<file path="src/design/srrw_pkg.sv">
// ----------------------------------------------------------------------------
// Selective-repeat receive window package
// Shared widths, codes and record types for the receive window blocks.
// ----------------------------------------------------------------------------
package srrw_pkg;

    // Window and sequence sizing.
    localparam int MAX_WINDOW   = 32;
    localparam int SEQ_BITS     = 8;
    localparam int SPACE_MAX    = 2 * MAX_WINDOW;
    localparam int IDX_W        = $clog2(SPACE_MAX);
    localparam int WIN_W        = 6;
    localparam int SPACE_W      = WIN_W + 1;
    localparam int LIM_W        = 7;
    localparam int CNT_W        = IDX_W + 1;
    localparam int CFG_W        = 7;
    localparam int CFG_ADDR_W   = 2;

    // Register reset values.
    localparam logic [WIN_W-1:0] WINDOW_RESET = WIN_W'(3);
    localparam logic [LIM_W-1:0] LIMIT_RESET  = LIM_W'(10);

    // Window width bounds.
    localparam logic [WIN_W-1:0] WIN_MIN = WIN_W'(1);
    localparam logic [WIN_W-1:0] WIN_MAX = WIN_W'(MAX_WINDOW);

    // Register indexes.
    localparam logic [CFG_ADDR_W-1:0] REG_WINDOW = CFG_ADDR_W'(0);
    localparam logic [CFG_ADDR_W-1:0] REG_LIMIT  = CFG_ADDR_W'(1);

    // Result codes.
    typedef enum logic [1:0] {
        KIND_ACK     = 2'd0,
        KIND_FULL    = 2'd1,
        KIND_OUTSIDE = 2'd2,
        KIND_DELIVER = 2'd3
    } t_kind;

    // Back-end sequencer states.
    typedef enum logic [1:0] {
        ST_CLEAR,
        ST_IDLE,
        ST_ACK,
        ST_WALK
    } t_state;

    // Classified arrival passed from front to back.
    typedef struct packed {
        logic [SEQ_BITS-1:0] seq;
        logic                oos;
    } t_item;

    // One result record.
    typedef struct packed {
        t_kind               kind;
        logic [SEQ_BITS-1:0] seq;
        logic                last;
    } t_result;

endpackage

</file>
<file path="src/design/srrw_front.sv">
// ----------------------------------------------------------------------------
// Receive window front end
// Accepts arrivals, flags numbers beyond the sequence space and holds them
// in a two-entry queue for the back end.
// ----------------------------------------------------------------------------
module srrw_front (
    input  logic                               i_clk,
    input  logic                               i_rst_n,
    input  logic                               push,
    output logic                               full,
    input  logic [srrw_pkg::SEQ_BITS-1:0]      i_seq_num,
    input  logic [srrw_pkg::SPACE_W-1:0]       i_space,
    output logic                               o_item_valid,
    output srrw_pkg::t_item                    o_item,
    input  logic                               i_item_pop
);

    srrw_pkg::t_item r_mem [2];
    logic            r_wr;
    logic            r_rd;
    logic [1:0]      r_cnt;
    logic [1:0]      n_cnt;
    logic            do_push;
    logic            do_pop;
    srrw_pkg::t_item in_item;

    // Classify the arrival against the sequence space.
    always_comb begin
        in_item.seq = i_seq_num;
        in_item.oos = (i_seq_num >= srrw_pkg::SEQ_BITS'(i_space));
    end

    assign full         = (r_cnt == 2'd2);
    assign o_item_valid = (r_cnt != 2'd0);
    assign o_item       = r_mem[r_rd];
    assign do_push      = push && !full;
    assign do_pop       = i_item_pop && o_item_valid;

    // Occupancy after this cycle's transfers.
    always_comb begin
        n_cnt = r_cnt;
        if (do_push && !do_pop) begin
            n_cnt = r_cnt + 2'd1;
        end else if (!do_push && do_pop) begin
            n_cnt = r_cnt - 2'd1;
        end
    end

    // Queue pointers and count.
    always_ff @(posedge i_clk) begin
        if (!i_rst_n) begin
            r_wr  <= 1'b0;
            r_rd  <= 1'b0;
            r_cnt <= 2'd0;
        end else begin
            r_cnt <= n_cnt;
            if (do_push) begin
                r_wr <= !r_wr;
            end
            if (do_pop) begin
                r_rd <= !r_rd;
            end
        end
    end

    // Queue storage.
    always_ff @(posedge i_clk) begin
        if (do_push) begin
            r_mem[r_wr] <= in_item;
        end
    end

endmodule

</file>
<file path="src/design/srrw_back.sv">
// ----------------------------------------------------------------------------
// Receive window back end
// Holds the configuration, the held map, the window base and the held count.
// Decides each arrival, then walks the in-order releases one per cycle while
// results can be pushed. The held map is a memory with registered reads; a
// clearing pass empties it after reset and after every window width write.
// ----------------------------------------------------------------------------
module srrw_back (
    input  logic                               i_clk,
    input  logic                               i_rst_n,
    input  logic                               i_cfg_we,
    input  logic [srrw_pkg::CFG_ADDR_W-1:0]    i_cfg_addr,
    input  logic [srrw_pkg::CFG_W-1:0]         i_cfg_data,
    output logic [srrw_pkg::SPACE_W-1:0]       o_space,
    input  logic                               i_item_valid,
    input  srrw_pkg::t_item                    i_item,
    output logic                               o_item_pop,
    input  logic                               i_res_full,
    output logic                               o_res_push,
    output srrw_pkg::t_result                  o_res
);

    // Configuration registers.
    logic [srrw_pkg::WIN_W-1:0]     r_window;
    logic [srrw_pkg::LIM_W-1:0]     r_limit;

    // Held map storage and its ports.
    logic                           r_held [srrw_pkg::SPACE_MAX];
    logic                           r_rd_a;
    logic                           r_rd_b;
    logic [srrw_pkg::IDX_W-1:0]     rd_a_addr;
    logic [srrw_pkg::IDX_W-1:0]     rd_b_addr;
    logic                           mem_we;
    logic [srrw_pkg::IDX_W-1:0]     mem_waddr;
    logic                           mem_wdata;

    // Window state.
    logic [srrw_pkg::IDX_W-1:0]     r_base;
    logic [srrw_pkg::IDX_W-1:0]     n_base;
    logic [srrw_pkg::CNT_W-1:0]     r_count;
    logic [srrw_pkg::CNT_W-1:0]     n_count;
    logic [srrw_pkg::WIN_W-1:0]     r_walk;
    logic [srrw_pkg::WIN_W-1:0]     n_walk;
    logic [srrw_pkg::IDX_W-1:0]     r_seq;
    logic [srrw_pkg::IDX_W-1:0]     n_seq;
    logic                           r_fwd;
    logic                           n_fwd;
    logic [srrw_pkg::IDX_W-1:0]     r_clr;
    logic [srrw_pkg::IDX_W-1:0]     n_clr;
    srrw_pkg::t_state               r_state;
    srrw_pkg::t_state               n_state;

    logic [srrw_pkg::WIN_W-1:0]     win;
    logic [srrw_pkg::SPACE_W-1:0]   space;
    logic [srrw_pkg::IDX_W-1:0]     seq_idx;
    logic [srrw_pkg::SPACE_W:0]     off_sum;
    logic [srrw_pkg::SPACE_W:0]     offset;
    logic [srrw_pkg::IDX_W-1:0]     next_base;
    logic [srrw_pkg::IDX_W-1:0]     after_next;
    logic [srrw_pkg::WIN_W-1:0]     walk_inc;
    logic                           held_next;
    logic                           cont;

    // Effective window width, saturated to its legal range.
    always_comb begin
        if (r_window < srrw_pkg::WIN_MIN) begin
            win = srrw_pkg::WIN_MIN;
        end else if (r_window > srrw_pkg::WIN_MAX) begin
            win = srrw_pkg::WIN_MAX;
        end else begin
            win = r_window;
        end
    end

    assign space   = {win, 1'b0};
    assign o_space = space;

    // Distance of the arrival from the base, modulo the sequence space.
    assign seq_idx = i_item.seq[srrw_pkg::IDX_W-1:0];
    assign off_sum = (srrw_pkg::SPACE_W+1)'(seq_idx) + (srrw_pkg::SPACE_W+1)'(space)
                   - (srrw_pkg::SPACE_W+1)'(r_base);
    assign offset  = (off_sum >= (srrw_pkg::SPACE_W+1)'(space))
                   ? off_sum - (srrw_pkg::SPACE_W+1)'(space) : off_sum;

    // Base after one and after two releases, wrapping at the sequence space.
    assign next_base  = ((srrw_pkg::SPACE_W)'(r_base) + 1'b1 == space)
                      ? '0 : r_base + 1'b1;
    assign after_next = ((srrw_pkg::SPACE_W)'(next_base) + 1'b1 == space)
                      ? '0 : next_base + 1'b1;
    assign walk_inc   = r_walk + 1'b1;

    // The entry after the base is held if the prefetch says so or if the
    // acknowledgement just marked it.
    assign held_next  = r_rd_b || r_fwd;

    // Decision, release walk, map clearing and configuration writes.
    always_comb begin
        n_base     = r_base;
        n_count    = r_count;
        n_walk     = r_walk;
        n_seq      = r_seq;
        n_fwd      = r_fwd;
        n_clr      = r_clr;
        n_state    = r_state;
        rd_a_addr  = r_seq;
        rd_b_addr  = r_base;
        mem_we     = 1'b0;
        mem_waddr  = r_base;
        mem_wdata  = 1'b0;
        o_item_pop = 1'b0;
        o_res_push = 1'b0;
        o_res.kind = srrw_pkg::KIND_ACK;
        o_res.seq  = i_item.seq;
        o_res.last = 1'b1;
        cont       = 1'b0;

        unique case (r_state)
            srrw_pkg::ST_CLEAR: begin
                mem_we    = 1'b1;
                mem_waddr = r_clr;
                mem_wdata = 1'b0;
                n_clr     = r_clr + 1'b1;
                if (r_clr == srrw_pkg::IDX_W'(srrw_pkg::SPACE_MAX - 1)) begin
                    n_state = srrw_pkg::ST_IDLE;
                end
            end
            srrw_pkg::ST_IDLE: begin
                if (i_item_valid && !i_res_full) begin
                    o_item_pop = 1'b1;
                    if (r_count >= srrw_pkg::CNT_W'(r_limit)) begin
                        o_res_push = 1'b1;
                        o_res.kind = srrw_pkg::KIND_FULL;
                    end else if (i_item.oos ||
                                 offset >= (srrw_pkg::SPACE_W+1)'(win)) begin
                        o_res_push = 1'b1;
                        o_res.kind = srrw_pkg::KIND_OUTSIDE;
                    end else begin
                        // Look up the arrival and the base in the held map.
                        rd_a_addr = seq_idx;
                        rd_b_addr = r_base;
                        n_seq     = seq_idx;
                        n_state   = srrw_pkg::ST_ACK;
                    end
                end
            end
            srrw_pkg::ST_ACK: begin
                if (!i_res_full) begin
                    o_res_push = 1'b1;
                    o_res.kind = srrw_pkg::KIND_ACK;
                    o_res.seq  = srrw_pkg::SEQ_BITS'(r_seq);
                    mem_we     = 1'b1;
                    mem_waddr  = r_seq;
                    mem_wdata  = 1'b1;
                    if (!r_rd_a) begin
                        n_count = r_count + 1'b1;
                    end
                    cont       = r_rd_b || (r_seq == r_base);
                    o_res.last = !cont;
                    // Prefetch the entry after the base for the walk.
                    rd_b_addr  = next_base;
                    n_fwd      = (next_base == r_seq);
                    if (cont) begin
                        n_state = srrw_pkg::ST_WALK;
                        n_walk  = '0;
                    end else begin
                        n_state = srrw_pkg::ST_IDLE;
                    end
                end
            end
            srrw_pkg::ST_WALK: begin
                rd_b_addr = next_base;
                if (!i_res_full) begin
                    o_res_push = 1'b1;
                    o_res.kind = srrw_pkg::KIND_DELIVER;
                    o_res.seq  = srrw_pkg::SEQ_BITS'(r_base);
                    mem_we     = 1'b1;
                    mem_waddr  = r_base;
                    mem_wdata  = 1'b0;
                    if (r_count != '0) begin
                        n_count = r_count - 1'b1;
                    end
                    n_base     = next_base;
                    n_walk     = walk_inc;
                    rd_b_addr  = after_next;
                    n_fwd      = 1'b0;
                    cont       = (walk_inc < win) && held_next;
                    o_res.last = !cont;
                    if (!cont) begin
                        n_state = srrw_pkg::ST_IDLE;
                    end
                end
            end
            default: begin
                n_state = srrw_pkg::ST_IDLE;
            end
        endcase

        // A new window width starts an empty window.
        if (i_cfg_we && i_cfg_addr == srrw_pkg::REG_WINDOW) begin
            n_base  = '0;
            n_count = '0;
            n_clr   = '0;
            n_state = srrw_pkg::ST_CLEAR;
        end
    end

    // Held map memory with registered reads.
    always_ff @(posedge i_clk) begin
        if (mem_we) begin
            r_held[mem_waddr] <= mem_wdata;
        end
        r_rd_a <= r_held[rd_a_addr];
        r_rd_b <= r_held[rd_b_addr];
    end

    // State register.
    always_ff @(posedge i_clk) begin
        if (!i_rst_n) begin
            r_state <= srrw_pkg::ST_CLEAR;
        end else begin
            r_state <= n_state;
        end
    end

    // Window state registers.
    always_ff @(posedge i_clk) begin
        if (!i_rst_n) begin
            r_base  <= '0;
            r_count <= '0;
            r_walk  <= '0;
            r_seq   <= '0;
            r_fwd   <= 1'b0;
            r_clr   <= '0;
        end else begin
            r_base  <= n_base;
            r_count <= n_count;
            r_walk  <= n_walk;
            r_seq   <= n_seq;
            r_fwd   <= n_fwd;
            r_clr   <= n_clr;
        end
    end

    // Configuration registers.
    always_ff @(posedge i_clk) begin
        if (!i_rst_n) begin
            r_window <= srrw_pkg::WINDOW_RESET;
            r_limit  <= srrw_pkg::LIMIT_RESET;
        end else if (i_cfg_we) begin
            if (i_cfg_addr == srrw_pkg::REG_WINDOW) begin
                r_window <= i_cfg_data[srrw_pkg::WIN_W-1:0];
            end else if (i_cfg_addr == srrw_pkg::REG_LIMIT) begin
                r_limit <= i_cfg_data[srrw_pkg::LIM_W-1:0];
            end
        end
    end

    // Held numbers always lie inside the window, so the count never exceeds it.
    a_count_bounded: assert property (@(posedge i_clk) disable iff (!i_rst_n)
        r_count <= srrw_pkg::CNT_W'(win))
        else $error("held count exceeds window");

    // The base always lies inside the sequence space.
    a_base_in_space: assert property (@(posedge i_clk) disable iff (!i_rst_n)
        srrw_pkg::SPACE_W'(r_base) < space)
        else $error("window base outside sequence space");

    // A release walk never covers more than one window.
    a_walk_bounded: assert property (@(posedge i_clk) disable iff (!i_rst_n)
        r_state == srrw_pkg::ST_WALK |-> r_walk < win)
        else $error("release walk exceeded window");

    // Results are only written into a queue with room.
    a_push_room: assert property (@(posedge i_clk) disable iff (!i_rst_n)
        o_res_push |-> !i_res_full)
        else $error("result transfer into full queue");

    // A walk that ends returns to accepting arrivals.
    a_walk_end: assert property (@(posedge i_clk) disable iff (!i_rst_n)
        (o_res_push && o_res.last && !i_cfg_we) |=> r_state == srrw_pkg::ST_IDLE)
        else $error("sequencer stayed busy after final result");

    // Nothing moves while the held map is being cleared.
    a_clear_quiet: assert property (@(posedge i_clk) disable iff (!i_rst_n)
        r_state == srrw_pkg::ST_CLEAR |-> !o_item_pop && !o_res_push)
        else $error("transfer during held map clearing");

endmodule

</file>
<file path="src/design/srrw_outq.sv">
// ----------------------------------------------------------------------------
// Receive window result queue
// Two-entry queue that separates the back end from the result consumer.
// ----------------------------------------------------------------------------
module srrw_outq (
    input  logic                i_clk,
    input  logic                i_rst_n,
    input  logic                i_push,
    input  srrw_pkg::t_result   i_res,
    output logic                o_full,
    output logic                empty,
    input  logic                pop,
    output srrw_pkg::t_result   o_res
);

    srrw_pkg::t_result r_mem [2];
    logic              r_wr;
    logic              r_rd;
    logic [1:0]        r_cnt;
    logic [1:0]        n_cnt;
    logic              do_push;
    logic              do_pop;

    assign o_full  = (r_cnt == 2'd2);
    assign empty   = (r_cnt == 2'd0);
    assign o_res   = r_mem[r_rd];
    assign do_push = i_push && !o_full;
    assign do_pop  = pop && !empty;

    // Occupancy after this cycle's transfers.
    always_comb begin
        n_cnt = r_cnt;
        if (do_push && !do_pop) begin
            n_cnt = r_cnt + 2'd1;
        end else if (!do_push && do_pop) begin
            n_cnt = r_cnt - 2'd1;
        end
    end

    // Queue pointers and count.
    always_ff @(posedge i_clk) begin
        if (!i_rst_n) begin
            r_wr  <= 1'b0;
            r_rd  <= 1'b0;
            r_cnt <= 2'd0;
        end else begin
            r_cnt <= n_cnt;
            if (do_push) begin
                r_wr <= !r_wr;
            end
            if (do_pop) begin
                r_rd <= !r_rd;
            end
        end
    end

    // Queue storage.
    always_ff @(posedge i_clk) begin
        if (do_push) begin
            r_mem[r_wr] <= i_res;
        end
    end

endmodule

</file>
<file path="src/design/selective_repeat_receive_window.sv">
// ----------------------------------------------------------------------------
// Selective-repeat receive window
// Acknowledges or refuses arriving sequence numbers and releases held
// numbers in order from the window base.
//
//   Channel   Direction  Handshake            Payload
//   arrival   in         push / full          i_seq_num
//   result    out        empty / pop          o_kind, o_seq_out, o_last
//   config    in         i_cfg_we             i_cfg_addr, i_cfg_data
//
// A refusal is decided in the idle state; an acknowledgement takes a
// held-map read, then the decision, then a release walk of at most one
// window of numbers. Reset is synchronous; it empties both queues and the
// base, then a clearing pass empties the held map. Every window_size write
// starts the same pass, and arrivals wait in the front queue until it ends.
// Either side may stall: two-entry queues on the arrival and result sides
// let the front end and the back end run on their own.
// ----------------------------------------------------------------------------
module selective_repeat_receive_window (
    input  logic                               i_clk,
    input  logic                               i_rst_n,
    input  logic                               push,
    output logic                               full,
    input  logic [srrw_pkg::SEQ_BITS-1:0]      i_seq_num,
    output logic                               empty,
    input  logic                               pop,
    output logic [1:0]                         o_kind,
    output logic [srrw_pkg::SEQ_BITS-1:0]      o_seq_out,
    output logic                               o_last,
    input  logic                               i_cfg_we,
    input  logic [srrw_pkg::CFG_ADDR_W-1:0]    i_cfg_addr,
    input  logic [srrw_pkg::CFG_W-1:0]         i_cfg_data
);

    logic [srrw_pkg::SPACE_W-1:0] space;
    logic                         item_valid;
    srrw_pkg::t_item              item;
    logic                         item_pop;
    logic                         res_full;
    logic                         res_push;
    srrw_pkg::t_result            res_in;
    srrw_pkg::t_result            res_out;

    // Arrival intake and classification.
    srrw_front u_front (
        .i_clk        (i_clk),
        .i_rst_n      (i_rst_n),
        .push         (push),
        .full         (full),
        .i_seq_num    (i_seq_num),
        .i_space      (space),
        .o_item_valid (item_valid),
        .o_item       (item),
        .i_item_pop   (item_pop)
    );

    // Window decision and release walk.
    srrw_back u_back (
        .i_clk        (i_clk),
        .i_rst_n      (i_rst_n),
        .i_cfg_we     (i_cfg_we),
        .i_cfg_addr   (i_cfg_addr),
        .i_cfg_data   (i_cfg_data),
        .o_space      (space),
        .i_item_valid (item_valid),
        .i_item       (item),
        .o_item_pop   (item_pop),
        .i_res_full   (res_full),
        .o_res_push   (res_push),
        .o_res        (res_in)
    );

    // Result queue toward the consumer.
    srrw_outq u_outq (
        .i_clk   (i_clk),
        .i_rst_n (i_rst_n),
        .i_push  (res_push),
        .i_res   (res_in),
        .o_full  (res_full),
        .empty   (empty),
        .pop     (pop),
        .o_res   (res_out)
    );

    // Result fields.
    assign o_kind    = res_out.kind;
    assign o_seq_out = res_out.seq;
    assign o_last    = res_out.last;

endmodule

</file>
<file path="config.mk">
export PLATFORM = sky130hd
export DESIGN_NAME = selective_repeat_receive_window
export DESIGN_NICKNAME = d
export VERILOG_FILES = /design/src/design/srrw_pkg.sv /design/src/design/srrw_front.sv /design/src/design/srrw_back.sv /design/src/design/srrw_outq.sv /design/src/design/selective_repeat_receive_window.sv
export SDC_FILE = /design/constraint.sdc
export NUM_CORES = 1
export LEC_CHECK = 0
export ABC_AREA = 0
export BUFFER_PORTS_ARGS = -buffer_cell sky130_fd_sc_hd__buf_2
export CORE_MARGIN = 1.5
export CORE_UTILIZATION = 50
export CTS_CLUSTER_SIZE = 28
export DETAILED_ROUTE_END_ITERATION = 8
export GPL_TIMING_DRIVEN = 0
export PLACE_DENSITY = 0.7
export SLEW_MARGIN = 20
export SYNTH_ARGS = -nofsm -noshare
export SYNTH_HDL_FRONTEND = slang
export SYNTH_SLANG_ARGS = --single-unit
</file>
<file path="constraint.sdc">
create_clock -name i_clk -period 7.3 [get_ports i_clk]
set_clock_uncertainty 0.2 [all_clocks]
set_input_delay 1.46 -clock i_clk [delete_from_list [all_inputs] [get_ports i_clk]]
set_output_delay 1.46 -clock i_clk [all_outputs]
set_load 0.01 [all_outputs]
</file>
==> results of run 1 <==
-- per-stage QoR --
step	hold WS, ns	std cells
floorplan	0.241	1118
detailed placement	0.259	1427
global route	0.288	1475
CTS	0.266	1468
global placement	0.253	1426
finish	0.274	1475
-- routing by layer --
layer	vias to the layer above	track usage	wire length [um]
li1	4202	-	-
met1	4280	0.357	12400
met2	384	0.450	14300
met3	65	0.0488	2110
met4	0	0.130	1050
met5	-	0	0
-- cells in the mapped netlist (7+ instances only) --
| cell | n |
|---|---|
| nor2_1 | 134 |
| nand2_1 | 110 |
| edfxtp_1 | 104 |
| dfxtp_1 | 59 |
| ha_1 | 53 |
| a21oi_1 | 52 |
| mux2i_1 | 52 |
| inv_1 | 49 |
| o21ai_0 | 36 |
| clkbuf_1 | 34 |
| xnor2_1 | 28 |
| nor2b_1 | 27 |
| nand3_1 | 26 |
| and2_1 | 22 |
| mux2_2 | 19 |
| xor2_1 | 18 |
| nand2b_1 | 17 |
| a22oi_1 | 15 |
| a21boi_0 | 14 |
| a31oi_1 | 14 |
| and3_1 | 14 |
| a21o_1 | 13 |
| buf_2 | 13 |
| a211oi_1 | 12 |
| o211ai_1 | 10 |
| o22ai_1 | 10 |
| or3_1 | 10 |
| nand4_1 | 9 |
| nor3_1 | 9 |
| nor4_1 | 9 |
| fa_1 | 8 |
| nor3b_1 | 7 |
-- path summary, 6_finish.rpt --
path,start,to,slack [ns],depth (start not counted)
worst max-delay path,u_back.r_window[3],u_back.r_rd_a,0.001,30
worst min-delay path,u_back.r_fwd,u_back.r_fwd,0.27,2
worst max register to register,u_back.r_window[3],u_back.r_rd_a,0.001,30
worst min register to register,u_back.r_fwd,u_back.r_fwd,0.27,2
-- power groups by stage --
stage | logic (mW) | registers [mW] | clock network, mW
after global placement | 0.553 | 1.04 | 0
after CTS | 0.659 | 1.02 | 0.994
final | 0.701 | 1.02 | 0.984
after global routing | 0.759 | 1.02 | 1.02
after detailed placement | 0.575 | 1.04 | 0
after floorplan | 0.430 | 1.03 | 0
-- cells in the final DEF (no fill, tap or decap), types with 15 or more instances in the layout --
| master | netlist | final |
|---|---|---|
| xor2_1 | 18 | 18 |
| dfxtp_1 | 59 | 55 |
| mux2_2 | 19 | 19 |
| a22oi_1 | 15 | 15 |
| nand2_1 | 110 | 108 |
| clkbuf_16 | 0 | 17 |
| nor2_1 | 134 | 132 |
| nor2b_1 | 27 | 26 |
| nand3_1 | 26 | 26 |
| xnor2_1 | 28 | 27 |
| buf_4 | 3 | 22 |
| inv_1 | 49 | 46 |
| edfxtp_1 | 104 | 104 |
| mux2i_1 | 52 | 48 |
| ha_1 | 53 | 52 |
| and2_1 | 22 | 21 |
| buf_2 | 13 | 44 |
| a21oi_1 | 52 | 47 |
| clkbuf_1 | 34 | 30 |
| nand2b_1 | 17 | 17 |
| o21ai_0 | 36 | 36 |
-- logic make-up after synthesis --
kind of cell | synth area share
AND/OR/NAND/NOR | 0.198
AO/OA/AOI/OAI | 0.151
flip-flops | 0.406
buffers and inverters | 0.0416
multiplexers | 0.0789
adder cells (fa/ha/maj) | 0.0777
XOR/XNOR | 0.0465
-- worst reg2reg max path: cells and delay by family, from the launching register on --
kind	cells	cell delay [ns]
xor gates and xnor gates	1	0.15
muxes	1	0.32
DFF	1	0.34
buffers and inverters	3	0.25
and+or+nand+nor	7	1.89
AOI/OAI and AO/OA	13	2.48
adders and majority gates	5	1.61
-- sequential cells by signal, indices dropped and copies added, names as in the netlist, 6 cells and up, named ones only --
signal and count:
u_back.r_base 6, u_back.r_clr 6, u_back.r_count 7, u_back.r_held 64, u_back.r_limit 7, u_back.r_seq 6
u_back.r_walk 6, u_back.r_window 6, u_front.r_mem 18, u_outq.r_mem 22
-- timing repair --
| item | CTS | global route |
|---|---|---|
| setup endpoints to repair | 32 | 13 |
| gates resized for setup | 35 | 23 |
| pin swaps | 15 | 15 |
| buffers inserted | 11 | 8 |
-- layout make-up --
| type | count | area (um^2) | area share |
|---|---|---|---|
| buffer | 52 | 245 | 0.0202 |
| multi-input combinational | 847 | 6060 | 0.499 |
| clock buffer | 17 | 425 | 0.0350 |
| sequential | 163 | 4310 | 0.355 |
| timing repair buffer | 53 | 340 | 0.0280 |
| clock inverter | 15 | 216 | 0.0178 |
| inverter | 53 | 205 | 0.0169 |
| tap | 275 | 344 | 0.0283 |
==> results.toml, run 1 <==
[run_status]
status = "finished, final reports clean"

[timing]
finalCritPeriodShare = 1.00
fin_ws_ns = 0.00126
grt_setup_unrepaired = "true"
worstMarginPinSlew_ns = 1.03
slew_headroom = 0.312
setup_viol = 0
fin_setup_tns_ns = 0
max_freq_ghz = 0.137
final-hold-violation-count = 0
final-max-slew-violation-count = 0
final.min_clock_period_ns = 7.30

[routing]
routed_wl_mm = 29.8
drtIter0Drc = 987
wire_per_inst_um = 20.2
drc_errors = 0
num_vias = 8931
via_per_inst = 6.05
first_pass_iters = 6
ant_nets = 0

[yosys]
ys_warn_count = 0
netlist_area_mm2 = 0.0106
synth_nets = 1201
synth_area_leaders = "edfxtp_1 29%, dfxtp_1 11%, ha_1 6.3%"
yosys.area.top_type_share = 0.295
syn_avg_cell_area_um2 = 9.48
yosysUniqueCellTypes = 86
yosysTopAreaCell = "edfxtp_1"
netlist_instances = 1118
synth_edf_count = 104
ys_seq_area_frac = 0.406
synth_ff_type = "edfxtp_1"
yosys_register_bits = 163
synth-async-reset-ratio = 0

[floorplanning]
fp.dieH_um = 149
rows = 53
die_w_um = 149
die_area_mm2 = 0.0221
core_area_mm2 = 0.0209
start_util = 0.507
ios = 35

[critical_path]
crit_arrival_ns = 7.43
path_max_fanout = 9
cpMaxStageDelayCell = "or4_4"
max_stage_delay_ns = 0.63
start_kind = "register"
required_ns = 7.43
crit_top_cell = "a21o_1"
crit_family = "compound AO/OA/AOI/OAI gates"
path_buf_inv = 3
crit_type = "reg -> reg"
endpoint_kind = "register"

[power_and_ir_drop]
vdd_ir_drop_max_mv = 0.167
powerDensity_mw_per_mm2 = 222
power_mw = 2.70
p_sw_frac = 0.302
power.leakage_nw = 4.67
sequentialPowerShare = 0.377
p_int_mw = 1.89
power.switching_mw = 0.817
p_comb_frac = 0.259
p_clk_frac = 0.364

[worst_hold_path]
min_path_type = "reg -> reg"

[cts]
cts_hold_buf = 0
cts_buffers = 17
htreeDepth = 4
clkSlewWorstSetupHoldPaths_ns = 0.07
tritoncts = "yes"
clock_tree.buffer_depth = 2
cts_root_buf = "clkbuf_16"
cts.sinks = 163
worstSkewPairLatency_ns = 0.44

[grt]
grt_pass1_vias = 8576
grt_pass1_wl_mm = 46.3
grt_max_degree = 43
grt_overflow_total = 0
antenna_found_initial = 0
track_usage = 0.276

[final_layout]
num-fill-cells = 1833
area_growth_pct = 14.7
fin_nets = 1270
drive_above_1_share = 0.161
postLayoutCellArea_mm2 = 0.0121
diodes = 0
fin_util = 0.582

[placed_design]
dp_slack_ns = -1.31
place_area_mm2 = 0.0111
gp_congestion = 0.971
io_buffers = 33
dp_hpwl_mm = 21.5

[job]
drv_cap = 0
No activity file was read; power rests on OpenSTA's default activity.
==> run 2, diff against run 1 <==
--- a/config.mk
+++ b/config.mk
@@ -5,7 +5,7 @@
 export SDC_FILE = /design/constraint.sdc
 export NUM_CORES = 1
 export LEC_CHECK = 0
-export ABC_AREA = 0
+export ABC_AREA = 1
 export BUFFER_PORTS_ARGS = -buffer_cell sky130_fd_sc_hd__buf_2
 export CORE_MARGIN = 1.5
 export CORE_UTILIZATION = 50
==> results.toml, run 2 <==
[yosys]
synth-compound-area-share = 0.134
yosys_register_bits = 163
yosysUniqueCellTypes = 55
ys_seq_area_frac = 0.419
synth_mux_area_frac = 0.0121
yosysTopAreaCell = "edfxtp_1"
synth-async-reset-ratio = 0
synth-simple-area-share = 0.246
synth_area_leaders = "edfxtp_1 30%, dfxtp_1 12%, nand2_1 11%"
syn_avg_cell_area_um2 = 7.81
synthXorXnorAreaFrac = 0.0229
synth_ff_type = "edfxtp_1"
synth_top_family_by_area = "simple AND/OR/NAND/NOR gates"
synth_most_common_cell = "nand2_1"
synth_adder_area_share = 0.0802
ys_warn_count = 0
synth_nets = 1397
netlist_instances = 1314
synthTopCellsByCount = "303 x nand2_1, 181 x inv_1, 144 x nor2_1"
yosys.area.top_type_share = 0.304
synth_edf_count = 104
netlist_area_mm2 = 0.0103

[final_layout]
biggestRegsByFlops = "u_back.r_held (64), u_outq.r_mem (22), u_front.r_mem (18)"
fin_nets = 1459
largest_reg_flops = 64
largest_register = "u_back.r_held"
layout_common_cells = "298 x nand2_1, 180 x inv_1, 141 x nor2_1"
diodes = 0
area_growth_pct = 12.6
final_common_cell = "nand2_1"
num-fill-cells = 1864
postLayoutCellArea_mm2 = 0.0115
drive_above_1_share = 0.114
fin_util = 0.573
layoutNonFillerInstCount = 1659

[grt]
grt_pass1_vias = 8343
track_usage = 0.269
grt_max_degree = 39
antenna_found_initial = 0
grt_overflow_total = 0
grt_pass1_wl_mm = 44.6

[worst_hold_path]
hold_start = "u_back.r_limit[5]"
min_path_type = "reg -> reg"
min_path_cells = 2

[critical_path]
worstSetupStartpoint = "u_back.r_window[2]"
crit_cells = 38
start_kind = "register"
crit_family = "simple AND/OR/NAND/NOR gates"
rr_worst_depth = 38
r2r-start = "u_back.r_window[2]"
endpoint_kind = "register"
cpMaxStageDelayCell = "fa_1"
required_ns = 7.40
crit_arrival_ns = 6.97
crit_top_cell = "nand2_1"
path_max_fanout = 10
max_stage_delay_ns = 0.53
crit_type = "reg -> reg"
path_buf_inv = 4

[power_and_ir_drop]
p_comb_frac = 0.171
vdd_ir_drop_max_mv = 0.177
power.switching_mw = 0.632
power.leakage_nw = 5.02
p_int_mw = 1.65
sequentialPowerShare = 0.442
p_clk_frac = 0.387
powerDensity_mw_per_mm2 = 197
p_sw_frac = 0.277

[routing]
drtIter0Drc = 870
ant_nets = 0
num_vias = 9082
wire_per_inst_um = 17.0
first_pass_iters = 8
drc_errors = 0
via_per_inst = 5.47
routed_wl_mm = 28.1

[cts]
cts.sinks = 163
cts_hold_buf = 0
worstSkewPairLatency_ns = 0.44
cts_buffers = 17
clock_tree.buffer_depth = 2
htreeDepth = 4
cts_root_buf = "clkbuf_16"
tritoncts = "yes"
clkSlewWorstSetupHoldPaths_ns = 0.07

[floorplanning]
start_util = 0.509
fp.dieH_um = 146
core_area_mm2 = 0.0202
ios = 35
die_w_um = 146
rows = 52
die_area_mm2 = 0.0214

[job]
drv_cap = 0

[timing]
final-hold-violation-count = 0
setup_viol = 0
max_freq_ghz = 0.146
final-max-slew-violation-count = 0
fin_ws_ns = 0.431
worstMarginPinSlew_ns = 0.887
finalCritPeriodShare = 0.941
final.min_clock_period_ns = 6.87
hold_ws_ns = 0.260
slew_headroom = 0.407

[run_status]
status = "finished, final reports clean"

[placed_design]
dp_slack_ns = -0.476
place_area_mm2 = 0.0108
io_buffers = 34
dp.cells = 1619
dp_hpwl_mm = 20.5
gp_congestion = 0.980
## run 2: cell types whose count changed after synthesis, moves of 16 or more
cell / delta
nand2_1: +193
inv_1: +132
nand3_1: +71
o21ai_0: +67
mux2i_1: -52
nor2b_1: -27
xnor2_1: -22
and2_1: -21
nand2b_1: -17
clkbuf_1: -16
## run 2: repair_timing
item	in CTS	in global routing
setup buffers	1	8
pin swaps	1	2
resized for setup	6	28
endpoints found under the setup margin	25	26
## run 2: final cells by class
class | count | area [um^2] | area share
multi-input combinational | 928 | 5170 | 0.448
sequential | 163 | 4310 | 0.373
inverter | 191 | 723 | 0.0626
clock buffer | 22 | 509 | 0.0441
tap | 270 | 338 | 0.0292
timing repair buffer | 44 | 265 | 0.0230
buffer | 31 | 163 | 0.0141
clock inverter | 10 | 68.8 | 0.00596
## run 2: final timing paths
check	endpoint	slack (ns)
setup / recovery	u_back.r_rd_a	0.43
hold / removal	u_back.r_limit[5]	0.26
setup reg to reg	u_back.r_rd_a	0.43
hold reg to reg	u_back.r_limit[5]	0.26
## run 2: metal layers
metal,routed length (um),track usage
met1,13000,0.390
met2,12100,0.400
met3,2370,0.0575
met4,699,0.0889
met5,0,0
## run 2: cell families after synthesis
group	Yosys count
AND/OR/NAND/NOR	592
flip-flops	163
multiplexers	11
AO/OA/AOI/OAI	238
buffers and inverters	223
adder cells (fa/ha/maj)	61
XOR/XNOR	26
## run 2: metrics by stage
stage | total power [mW] | setup TNS [ns]
after floorplan | 1.30 | 0
after global placement | 1.38 | -6.81
after detailed placement | 1.39 | -10.98
after CTS | 2.26 | 0
after global routing | 2.38 | -0.101
final | 2.28 | 0
## run 2: tightest hold or removal path, cell delays in order, from the launching register on
cell and delay, ns:
dfxtp_1 0.30, inv_1 0.06, a21oi_1 0.06
## run 2: power by group through the flow
stage               Sequential, mW  Clock [mW]  Combinational [mW]
detailed placement            1.03           0               0.366
CTS                           1.01       0.882               0.369
floorplan                     1.02           0               0.274
global placement              1.03           0               0.351
global route                  1.01       0.921               0.449
finish                        1.01       0.881               0.390
==> run 3, diff against run 2 <==
--- a/config.mk
+++ b/config.mk
@@ -7,12 +7,14 @@
 export LEC_CHECK = 0
 export ABC_AREA = 1
 export BUFFER_PORTS_ARGS = -buffer_cell sky130_fd_sc_hd__buf_2
+export CELL_PAD_IN_SITES_DETAIL_PLACEMENT = 0
+export CELL_PAD_IN_SITES_GLOBAL_PLACEMENT = 2
 export CORE_MARGIN = 1.5
-export CORE_UTILIZATION = 50
+export CORE_UTILIZATION = 34
 export CTS_CLUSTER_SIZE = 28
 export DETAILED_ROUTE_END_ITERATION = 8
 export GPL_TIMING_DRIVEN = 0
-export PLACE_DENSITY = 0.7
+export PLACE_DENSITY = 0.77
 export SLEW_MARGIN = 20
 export SYNTH_ARGS = -nofsm -noshare
 export SYNTH_HDL_FRONTEND = slang
==> results.toml, run 3 (same netlist as run 2, synthesis figures left out) <==
[worst_hold_path]
min_path_type = "reg -> reg"
hold_start = "u_back.r_limit[6]"
hold_end = "u_back.r_limit[6]"
min_path_cells = 2

[floorplanning]
core_area_mm2 = 0.0296
start_util = 0.346
fp.dieH_um = 177
die_w_um = 177
die_area_mm2 = 0.0312
rows = 63
ios = 35

[grt]
use_met2 = 0.323
track_usage = 0.215
grt_pass1_vias = 8434
grt_pass1_wl_mm = 49.8
met3_usage = 0.0406
grt_max_degree = 42
antenna_found_initial = 1
grt_use_met1 = 0.315
grt_overflow_total = 0
busiest_layer = "met2"

[final_layout]
fin_util = 0.398
num-fill-cells = 3175
postLayoutCellArea_mm2 = 0.0118
final_common_cell = "nand2_1"
largest_register = "u_back.r_held"
layoutNonFillerInstCount = 1786
diodes = 0
drive_above_1_share = 0.125
biggestRegsByFlops = "u_back.r_held (64), u_outq.r_mem (22), u_front.r_mem (18)"
layout_common_cells = "297 x nand2_1, 178 x inv_1, 141 x nor2_1"
area_growth_pct = 14.9
fin_nets = 1466
largest_reg_flops = 64

[routing]
drc_errors = 0
first_pass_iters = 5
drtIter0Drc = 781
wire_per_inst_um = 18.3
routed_wl_mm = 32.7
ant_nets = 0
num_vias = 8973
via_per_inst = 5.02

[job]
drv_cap = 0

[critical_path]
start_kind = "register"
reg2reg_slack_ns = 0.54
path_max_fanout = 10
crit_arrival_ns = 6.86
crit_top_cell = "nand2_1"
endpoint_kind = "register"
cpMaxStageDelayCell = "fa_1"
r2r-end = "u_back.r_rd_a"
crit_type = "reg -> reg"
rr_worst_depth = 39
r2r-start = "u_back.r_window[2]"
required_ns = 7.39
max_stage_delay_ns = 0.52

[cts]
cts_root_buf = "clkbuf_16"
htreeDepth = 4
cts.sinks = 163
clkSlewWorstSetupHoldPaths_ns = 0.08
worstSkewPairLatency_ns = 0.45
cts_buffers = 17
tritoncts = "yes"
clock_tree.buffer_depth = 2

[timing]
final-max-slew-violation-count = 0
final.min_clock_period_ns = 6.76
slew_headroom = 0.408
final-hold-violation-count = 0
max_freq_ghz = 0.148
fin_ws_ns = 0.535
worstMarginPinSlew_ns = 0.884
finalCritPeriodShare = 0.927
setup_viol = 0

[power_and_ir_drop]
power.leakage_nw = 5.03
powerDensity_mw_per_mm2 = 198
power_mw = 2.33
vdd_ir_drop_max_mv = 0.139

[placed_design]
gp_congestion = 0.859
io_buffers = 34
place_area_mm2 = 0.0109
dp_hpwl_mm = 24.3
dp.cells = 1739
dp_slack_ns = -0.996

[run_status]
status = "finished, final reports clean"
run 3: metrics by stage:
| step | hold slack [ns] | setup TNS [ns] |
|---|---|---|
| after floorplan | 0.233 | 0 |
| after global placement | 0.254 | -19.86 |
| after detailed placement | 0.249 | -21.93 |
| after CTS | 0.260 | 0 |
| after global routing | 0.273 | -0.00407 |
| final | 0.257 | 0 |
run 3: worst max-delay path, delay by kind of cell, from the launching register on:
family          cells  cell delay [ns]
compound gates     10             1.49
buf+inv             4             0.60
fa+ha+maj           5             1.71
flops               1             0.37
simple gates       19             2.08
xor+xnor            1             0.16
run 3: cell type report:
class / count / area (um^2) / area share
plain buffers: 31 / 170 / 0.0144
repair buffers: 51 / 310 / 0.0263
inverters: 191 / 732 / 0.0621
flip-flops and latches: 163 / 4310 / 0.365
clock buffers: 17 / 425 / 0.0361
multi-input cells: 928 / 5200 / 0.441
clock inverters: 15 / 159 / 0.0135
well taps: 390 / 488 / 0.0414
run 3: timing repair:
action,CTS,global route
hold buffers,0,0
setup endpoints to repair,29,29
pin swaps,1,7
resized for setup,21,29
setup buffers,3,13
run 3: where the power goes:
group | switching (mW) | leakage, nW | internal (mW)
registers | 0.0118 | 1.39 | 0.995
logic | 0.250 | 3.36 | 0.163
clock network | 0.451 | 0.280 | 0.458
run 3: worst max-delay path by stage:
stage,startpoint,to,slack (ns),cells past startpoint
CTS,u_back.r_window[5],u_back.r_rd_a,0.008,38
detailed placement,register,u_back.r_rd_a,-1.0,39
global placement,register,u_back.r_rd_a,-0.97,39
floorplan,register,u_outq.r_mem[1][0],1.04,33
global route,register,u_back.r_rd_a,-0.004,38
finish,u_back.r_window[2],u_back.r_rd_a,0.54,39
run 3: metal layers:
metal	vias up	share of wire
met5	-	0
met2	197	0.43
li1	4503	-
met3	20	0.050
met4	0	0.013
met1	4253	0.50
